$ cat src/rtl/core/sud_pkg.sv
package sud_pkg;

    // Capacity of the value store for one batch.
    localparam int MAX_ITEMS = 8;
    localparam int VAL_W     = 32;
    localparam int ADDR_W    = (MAX_ITEMS > 1) ? $clog2(MAX_ITEMS) : 1;
    localparam int CNT_W     = $clog2(MAX_ITEMS + 1);

    typedef enum logic [2:0] {
        S_LOAD = 3'b001,
        S_SCAN = 3'b010,
        S_PUSH = 3'b100
    } t_state;

endpackage

$ cat src/rtl/core/sud_ram.sv
module sud_ram #(
    parameter int WIDTH = 32,
    parameter int DEPTH = 8
) (
    input  logic                             i_clk,
    input  logic                             i_we,
    input  logic [$clog2(DEPTH > 1 ? DEPTH : 2)-1:0] i_waddr,
    input  logic [WIDTH-1:0]                 i_wdata,
    input  logic [$clog2(DEPTH > 1 ? DEPTH : 2)-1:0] i_raddr,
    output logic [WIDTH-1:0]                 o_rdata
);

    logic [WIDTH-1:0] r_mem [DEPTH];

    always_ff @(posedge i_clk) begin
        if (i_we) begin
            r_mem[i_waddr] <= i_wdata;
        end
        o_rdata <= r_mem[i_raddr];
    end

endmodule

$ cat src/rtl/core/sorted_union_dedup.sv
// Channel   Direction  Handshake                Payload
// in        input      i_in_valid / o_in_ready  i_item_value, i_batch_end
// out       output     o_out_valid / i_out_ready o_union_value, o_run_end, o_dropped_items
//
// A batch end starts a search: a batch with d distinct values takes d + 1 scans, each of
// which reads the n stored entries through the single read port of the store, and every
// distinct value found goes through S_PUSH to the output register.
// Reset is synchronous and active low; the store itself is not cleared.
// A stalled output holds the search at its next result; loading resumes once the last
// result of the batch sits in the output register.
module sorted_union_dedup (
    input  logic                               i_clk,
    input  logic                               i_rst_n,
    input  logic                               i_in_valid,
    output logic                               o_in_ready,
    input  logic signed [sud_pkg::VAL_W-1:0]   i_item_value,
    input  logic                               i_batch_end,
    output logic                               o_out_valid,
    input  logic                               i_out_ready,
    output logic signed [sud_pkg::VAL_W-1:0]   o_union_value,
    output logic                               o_run_end,
    output logic                               o_dropped_items
);

    sud_pkg::t_state                   r_state, n_state;
    logic [sud_pkg::CNT_W-1:0]         r_cnt, n_cnt;
    logic [sud_pkg::CNT_W-1:0]         r_ra, n_ra;
    logic                              r_rv, n_rv;
    logic                              r_ovf, n_ovf;
    logic signed [sud_pkg::VAL_W-1:0]  r_best, n_best;
    logic                              r_best_vld, n_best_vld;
    logic signed [sud_pkg::VAL_W-1:0]  r_pend, n_pend;
    logic                              r_pend_vld, n_pend_vld;
    logic                              r_out_valid, n_out_valid;
    logic signed [sud_pkg::VAL_W-1:0]  r_out_value, n_out_value;
    logic                              r_out_end, n_out_end;
    logic                              r_out_drop, n_out_drop;

    logic                              in_acc;
    logic                              room;
    logic                              out_free;
    logic                              above;
    logic                              better;
    logic [sud_pkg::VAL_W-1:0]         rd_data;
    logic signed [sud_pkg::VAL_W-1:0]  q;

    assign o_in_ready      = (r_state == sud_pkg::S_LOAD);
    assign in_acc          = i_in_valid && o_in_ready;
    assign room            = (r_cnt < sud_pkg::CNT_W'(sud_pkg::MAX_ITEMS));
    assign out_free        = !r_out_valid || i_out_ready;
    assign o_out_valid     = r_out_valid;
    assign o_union_value   = r_out_value;
    assign o_run_end       = r_out_end;
    assign o_dropped_items = r_out_drop;

    sud_ram #(
        .WIDTH (sud_pkg::VAL_W),
        .DEPTH (sud_pkg::MAX_ITEMS)
    ) u_store (
        .i_clk   (i_clk),
        .i_we    (in_acc && room),
        .i_waddr (r_cnt[sud_pkg::ADDR_W-1:0]),
        .i_wdata (i_item_value),
        .i_raddr (r_ra[sud_pkg::ADDR_W-1:0]),
        .o_rdata (rd_data)
    );

    assign q = rd_data;

    // The shared compare unit: an entry is a candidate if it lies above the last value
    // found, and it wins if it lies below the best candidate so far.
    assign above  = !r_pend_vld || (q > r_pend);
    assign better = !r_best_vld || (q < r_best);

    always_comb begin
        n_state     = r_state;
        n_cnt       = r_cnt;
        n_ra        = r_ra;
        n_rv        = 1'b0;
        n_ovf       = r_ovf;
        n_best      = r_best;
        n_best_vld  = r_best_vld;
        n_pend      = r_pend;
        n_pend_vld  = r_pend_vld;
        n_out_valid = r_out_valid && !i_out_ready;
        n_out_value = r_out_value;
        n_out_end   = r_out_end;
        n_out_drop  = r_out_drop;

        unique case (r_state)
            sud_pkg::S_LOAD: begin
                if (in_acc) begin
                    if (room) begin
                        n_cnt = r_cnt + 1'b1;
                    end else begin
                        n_ovf = 1'b1;
                    end
                    if (i_batch_end) begin
                        n_state    = sud_pkg::S_SCAN;
                        n_ra       = '0;
                        n_best_vld = 1'b0;
                        n_pend_vld = 1'b0;
                    end
                end
            end
            sud_pkg::S_SCAN: begin
                if (r_ra < r_cnt) begin
                    n_ra = r_ra + 1'b1;
                    n_rv = 1'b1;
                end
                if (r_rv && above && better) begin
                    n_best     = q;
                    n_best_vld = 1'b1;
                end
                if (!r_rv && (r_ra == r_cnt)) begin
                    if (r_best_vld && !r_pend_vld) begin
                        // First value of the batch: nothing to hand out yet, search again.
                        n_pend     = r_best;
                        n_pend_vld = 1'b1;
                        n_best_vld = 1'b0;
                        n_ra       = '0;
                    end else begin
                        n_state = sud_pkg::S_PUSH;
                    end
                end
            end
            sud_pkg::S_PUSH: begin
                if (out_free) begin
                    // No new candidate means the held value is the largest of the batch.
                    n_out_valid = 1'b1;
                    n_out_value = r_pend;
                    n_out_end   = !r_best_vld;
                    n_out_drop  = r_ovf;
                    if (r_best_vld) begin
                        n_pend     = r_best;
                        n_best_vld = 1'b0;
                        n_ra       = '0;
                        n_state    = sud_pkg::S_SCAN;
                    end else begin
                        n_cnt      = '0;
                        n_ovf      = 1'b0;
                        n_pend_vld = 1'b0;
                        n_state    = sud_pkg::S_LOAD;
                    end
                end
            end
            default: begin
                n_state = sud_pkg::S_LOAD;
            end
        endcase
    end

    always_ff @(posedge i_clk) begin
        if (!i_rst_n) begin
            r_state     <= sud_pkg::S_LOAD;
            r_cnt       <= '0;
            r_ra        <= '0;
            r_rv        <= 1'b0;
            r_ovf       <= 1'b0;
            r_best_vld  <= 1'b0;
            r_pend_vld  <= 1'b0;
            r_out_valid <= 1'b0;
        end else begin
            r_state     <= n_state;
            r_cnt       <= n_cnt;
            r_ra        <= n_ra;
            r_rv        <= n_rv;
            r_ovf       <= n_ovf;
            r_best_vld  <= n_best_vld;
            r_pend_vld  <= n_pend_vld;
            r_out_valid <= n_out_valid;
        end
    end

    always_ff @(posedge i_clk) begin
        r_best      <= n_best;
        r_pend      <= n_pend;
        r_out_value <= n_out_value;
        r_out_end   <= n_out_end;
        r_out_drop  <= n_out_drop;
    end

endmodule

$ cat config.mk
export PLATFORM = sky130hd
export DESIGN_NAME = sorted_union_dedup
export DESIGN_NICKNAME = d
export VERILOG_FILES = /design/src/rtl/core/sud_pkg.sv /design/src/rtl/core/sud_ram.sv /design/src/rtl/core/sorted_union_dedup.sv
export SDC_FILE = /design/constraint.sdc
export NUM_CORES = 1
export LEC_CHECK = 0
export BUFFER_PORTS_ARGS = -buffer_cell sky130_fd_sc_hd__buf_2
export CAP_MARGIN = 20
export CORE_MARGIN = 2
export CORE_UTILIZATION = 35
export CTS_CLUSTER_DIAMETER = 40
export DETAILED_ROUTE_END_ITERATION = 8
export PLACE_DENSITY = 0.49
export SYNTH_ARGS = -nofsm -noshare
export SYNTH_HDL_FRONTEND = slang
export SYNTH_SLANG_ARGS = --single-unit
$ cat constraint.sdc
create_clock -name i_clk -period 9.87 [get_ports i_clk]
set_input_delay 0.987 -clock i_clk [delete_from_list [all_inputs] [get_ports i_clk]]
set_output_delay 0.987 -clock i_clk [all_outputs]
set_load 0.01 [all_outputs]
# After elaboration in Yosys (flattened, before gate mapping)
# Memory sizes are Yosys's and may differ from the RTL's. A register that Yosys moved wholly into a read port is not among the register bits.
# Index checks and enable logic that the tools add are counted.
[word_totals]
reg_bits = 114
mem_bits_rw = 256
out_inout_bits = 36
elab_cells = 107
memories = 1
[classes]
add_sub_neg = 2
n_lt_le_gt_ge = 4
n_eq_ne = 14
mux = 45
reduce_logical = 28
[mem_list]
columns = ["memory", "depth", "word_bits", "rd", "rd_clocked_by_memory_dff", "write_ports", "line_no", "rtl"]
rows = [
  ["u_store.r_mem", 8, 32, 1, 1, 1, "sud_ram.sv:13", "logic [WIDTH-1:0] r_mem [DEPTH];"],
]
[ops]
columns = ["operator", "n"]
rows = [
  ["two-way mux 32 bit", 4],
  ["case mux 32 bit (2 select lines)", 1],
  ["two-way mux 4 bit", 11],
  ["greater-than comparator 32 bit", 1],
  ["less-than comparator 32 bit", 1],
  ["AND reduction 5 bit", 5],
  ["two-way mux 1 bit", 17],
  ["two-way mux 3 bit", 5],
  ["!= test 2 bit (second input constant)", 7],
  ["case mux 4 bit (3 select lines)", 1],
  ["case mux 3 bit (3 select lines)", 1],
  ["adder 4 x 1 -> 4 bit (second input constant)", 2],
  ["case mux 4 bit (2 select lines)", 1],
  ["logical AND 1 bit", 7],
  ["AND reduction 7 bit", 1],
  ["!= test 2 x 1 -> 1 bit (second input constant)", 3],
  ["case mux 1 bit (3 select lines)", 2],
  ["AND reduction 2 bit", 3],
  ["zero test 1 bit", 5],
  ["== test 4 bit", 1],
  ["less-than comparator 4 bit", 1],
  ["less-than comparator 4 bit (second input constant)", 1],
  ["AND reduction 4 bit", 1],
  ["nonzero test 2 bit", 2],
  ["other kinds (7)", 9],
]

# Depth between registers and ports, before layout
[logic_depth]
depth_word = 8
ltp_mapped = 12
depth_no_buf = 9

# Cells and area by module
# Synthesis repeated with hierarchy kept, for this count alone.
[hier_totals]
cells_unflattened = 846
hier_area_um2 = 15954.1
[modules_own_cells]
columns = ["mod", "instances", "cells_each", "area_per_inst_um2"]
rows = [
  ["sud_ram", 1, 415, 10466.3],
  ["sorted_union_dedup", 1, 431, 5487.8],
]

# Worst setup path after synthesis
# Ideal clock, no wire load.
[synth_timing]
kind = "flip-flop to flip-flop"
from = "register r_pend[31] in the netlist's numbering"
to = "register r_best[0] in the netlist's numbering (enable)"
arrival_ns = 4.968
t_required_ns = 9.368
path_slack_ns = 4.401
path_stages_with_launch = 10
n_path_buf = 0
path_cell_list = "edfxtp_1 inv_1 ha_1 nand4_1 nor4_1 and2_2 o311ai_0 a211oi_1 nor3_1 nor4_1"
[synth_between]
elab_chain_len = 5
[synth_lines]
columns = ["item", "line_no", "rtl"]
rows = [
  ["start: declaration", "sorted_union_dedup.sv:32", "logic signed [sud_pkg::VAL_W-1:0] r_pend, n_pend;"],
  ["start signal: assignment", "sorted_union_dedup.sv:177", "r_pend <= n_pend;"],
  ["greater-than comparator 32 bit", "sorted_union_dedup.sv:72", "assign above = !r_pend_vld || (q > r_pend);"],
  ["logical OR 1 bit", "sorted_union_dedup.sv:72", ""],
  ["logical AND 1 bit (2 in a row)", "sorted_union_dedup.sv:111", "if (r_rv && above && better) begin"],
  ["AND reduction 2 bit (no source line)", "n/a", ""],
  ["end signal: assignment", "sorted_union_dedup.sv:176", "r_best <= n_best;"],
  ["end: declaration", "sorted_union_dedup.sv:30", "logic signed [sud_pkg::VAL_W-1:0] r_best, n_best;"],
]
# Every way passes these cells.
# A chain may end at the register's enable or synchronous reset.

# Final worst setup path
[layout_timing]
from = "register r_pend[27] in the netlist's numbering"
to = "register r_best[6] in the netlist's numbering (enable)"
# Same word-level chain as after synthesis.

==> impl_metrics.env <==
export IMPL_synth_area_leaders="edfxtp_1 68%, mux4_2 9.2%, dfxtp_1 6.1%, ha_1 5.5%, mux2_2 2.3%"
export IMPL_die_x_um=216
export IMPL_max_slew_worst_pin_slew_ns=0.986
export IMPL_dp_hpwl_um=18400
export IMPL_drv_slew=0
export IMPL_vias=7484
export IMPL_crit_arrival_ns=4.13
export IMPL_grt_max_degree=68
export IMPL_gp_congestion=0.739
export IMPL_r2r_slack_ns=5.96
export IMPL_post_route_drc_count=0
export IMPL_rows=77
export IMPL_leakage_nw=6.50
export IMPL_drtAntennaViolNets=0
export IMPL_overflow=0
export IMPL_hp_class="reg -> reg"
export IMPL_vias_per_cell=4.71
export IMPL_core_mm2=0.0442
export IMPL_grt_pass1_wl_um=48500
export IMPL_fillerInstances=3933
export IMPL_layout_nets=1061
export IMPL_finish_utilization_pct=42.1
export IMPL_setup_viol=0
export IMPL_ys_top_cells_by_count="354 x edfxtp_1, 71 x inv_1, 69 x ha_1, 64 x mux4_2, 48 x dfxtp_1"
export IMPL_slew_limit_headroom_pct=33.7
export IMPL_cts_tree="done"
export IMPL_syn_inst=836
export IMPL_rsz0062_at_grt="no"
export IMPL_path_class="reg -> reg"
export IMPL_cts_root_buf="clkbuf_16"
export IMPL_antenna_cells=0
export IMPL_synthArstFlopShare_pct=0
export IMPL_required_ns=10.09
export IMPL_synthFlopType="edfxtp_1"
export IMPL_wl_um=31400
export IMPL_antenna_found_initial=6
export IMPL_first_iter_violations=378
export IMPL_cap_viol_max_count=0
export IMPL_initial_utilization_pct=35.4
export IMPL_area_delta_synth_final_pct=18.7
export IMPL_clkSinkCount=402
export IMPL_skew_ns=0.0109
export IMPL_synth_area_leader_cell="edfxtp_1"
export IMPL_cts_resized_gates=0
export IMPL_clk_latency_ns=0.55
export IMPL_cts_made_buffers=51
export IMPL_finalHoldViolCount=0
export IMPL_run_status="finished, final reports clean"
export IMPL_synth_edf_count=354
export IMPL_syn_nets=942
export IMPL_clock_path_buffers=3
export IMPL_reg2reg_depth=10
export IMPL_dieArea_mm2=0.0465
export IMPL_h_tree_depth=2
export IMPL_ir_worst_vdd_mv=0.126
export IMPL_cts_hold_buf=0
export IMPL_clk_pin_slew_ns=0.05
export IMPL_power_per_cell_area_mw_per_mm2=252
export IMPL_postSynthAreaPerCell_um2=18.8
export IMPL_synth_cell_area_mm2=0.0157
export IMPL_post_cts_buffers=0
export IMPL_endpoint_kind="register"
export IMPL_r2r_end="r_best[6]"
export IMPL_worstHoldStart="u_store.o_rdata[0]"
export IMPL_synth_top_area_share_pct=67.8
export IMPL_synth_ff_latch_count=402
export IMPL_io_pins=73
export IMPL_post_route_period_util_pct=39.7
export IMPL_min_path_cells=0
export IMPL_seq_area_frac_synth_pct=73.9
export IMPL_track_usage_pct=13.9
export IMPL_drive_above_1_share_pct=28.2
export IMPL_port_buffers=72
export IMPL_dr_pass1_iters=4
export IMPL_startpoint_type="register"
export IMPL_period_needed_ns=3.91
export IMPL_place_area_mm2=0.0169
export IMPL_grt_pass1_vias=7994
export IMPL_max_freq_mhz=256
export IMPL_stdcell_area_mm2=0.0186
export IMPL_holdPathEnd="r_best[0]"
export IMPL_ys_warn_count=0
export IMPL_cp_max_fo=24
export IMPL_yosysMostFrequentCell="edfxtp_1"
export IMPL_setup_tns_ns=0
export IMPL_rr_startpoint="r_pend[27]"
export IMPL_synth_distinct_cells=47
export IMPL_die_y_um=216
export IMPL_wl_per_cell_um=19.7
## kinds of logic after synthesis
family                     synth area share, %
DFF                                       73.9
muxes                                     11.6
and+or+nand+nor                           3.13
adders and majority gates                 5.51
AOI/OAI and AO/OA                         3.33
buffers and inverters                     2.24
xor gates and xnor gates                 0.224
## per-layer routing
layer  up-vias  wire length, um  global-route usage (%)
met5         -               63                       0
met4        10              602                    4.07
met3        49             1420                    3.26
met2       131            15100                    22.9
met1      3759            14200                    18.3
li1       3535                -                       -
## critical path, stage by stage (launching register included)
cell and delay, ns:
edfxtp_1 0.34, inv_1 0.05, ha_1 0.31, nand4_1 0.18, nor4_1 0.54, and2_2 0.24, o311ai_0 0.16, a211oi_1 0.27
nor3_1 0.12, nor4_2 0.88, buf_4 0.47
## through the flow
| step | hold WS, ns | power [W] | setup WS, ns | std cells |
|---|---|---|---|---|
| finish | 0.428 | 0.00468 | 5.96 | 1588 |
| global placement | 0.416 | 0.00286 | 6.01 | 1494 |
| floorplan | 0.408 | 0.00262 | 4.40 | 836 |
| detailed placement | 0.418 | 0.00287 | 5.92 | 1494 |
| global route | 0.443 | 0.00492 | 5.70 | 1588 |
| CTS | 0.436 | 0.00476 | 5.92 | 1588 |
## power by group
part	internal, W	total [W]	switching, W
Combinational	0.000325	0.000676	0.000351
Sequential	0.00203	0.00214	0.000111
Clock	0.00117	0.00187	0.000694
Total	0.00353	0.00468	0.00116
## cell type report
class,count,area [um^2],area share (%)
well taps,592,741,3.98
repair buffers,86,465,2.50
clock inverters,31,362,1.94
flip-flops and latches,402,11600,62.3
clock buffers,63,1370,7.38
inverters,71,267,1.43
multi-input cells,343,3800,20.4
## cells in the final DEF (no fill, tap or decap), types with 3 or more instances in the layout
master and n:
a21o_1 12, a21oi_1 26, a31oi_1 3, buf_2 72, buf_4 14, bufinv_16 7
clkbuf_1 9, clkbuf_16 53, clkinv_1 7, clkinv_2 5, clkinv_4 3, clkinvlp_4 6
dfxtp_1 45, edfxtp_1 354, ha_1 69, inv_1 71, mux2_2 32, mux4_2 64
nand2_1 26, nand3_1 3, nand4_1 14, nor2_1 16, nor2_4 6, nor2b_1 7
nor3b_2 3, o211ai_1 3, o21a_1 6, o21ai_0 10, o31ai_1 3
## state kept, by name, indices dropped and copies added, names as in the netlist, 3 cells and up
register	flops
o_union_value	32
r_best	32
r_cnt	4
r_pend	32
r_ra	4
r_state	3
u_store.o_rdata	32
u_store.r_mem	256
## worst max path at each step
stage / start / endpoint / slack (ns) / cells after the start
5_1_grt: r_pend[27] / r_best[16] / 5.70 / 10
2_1_floorplan: r_pend[31] / r_best[0] / 4.40 / 9
6_report: r_pend[27] / r_best[6] / 5.96 / 10
3_3_place_gp: r_pend[27] / r_best[10] / 6.01 / 10
4_1_cts: r_pend[27] / r_best[6] / 5.92 / 10
3_5_place_dp: r_pend[27] / r_best[8] / 5.92 / 10
(Power assumes the default switching activity.)
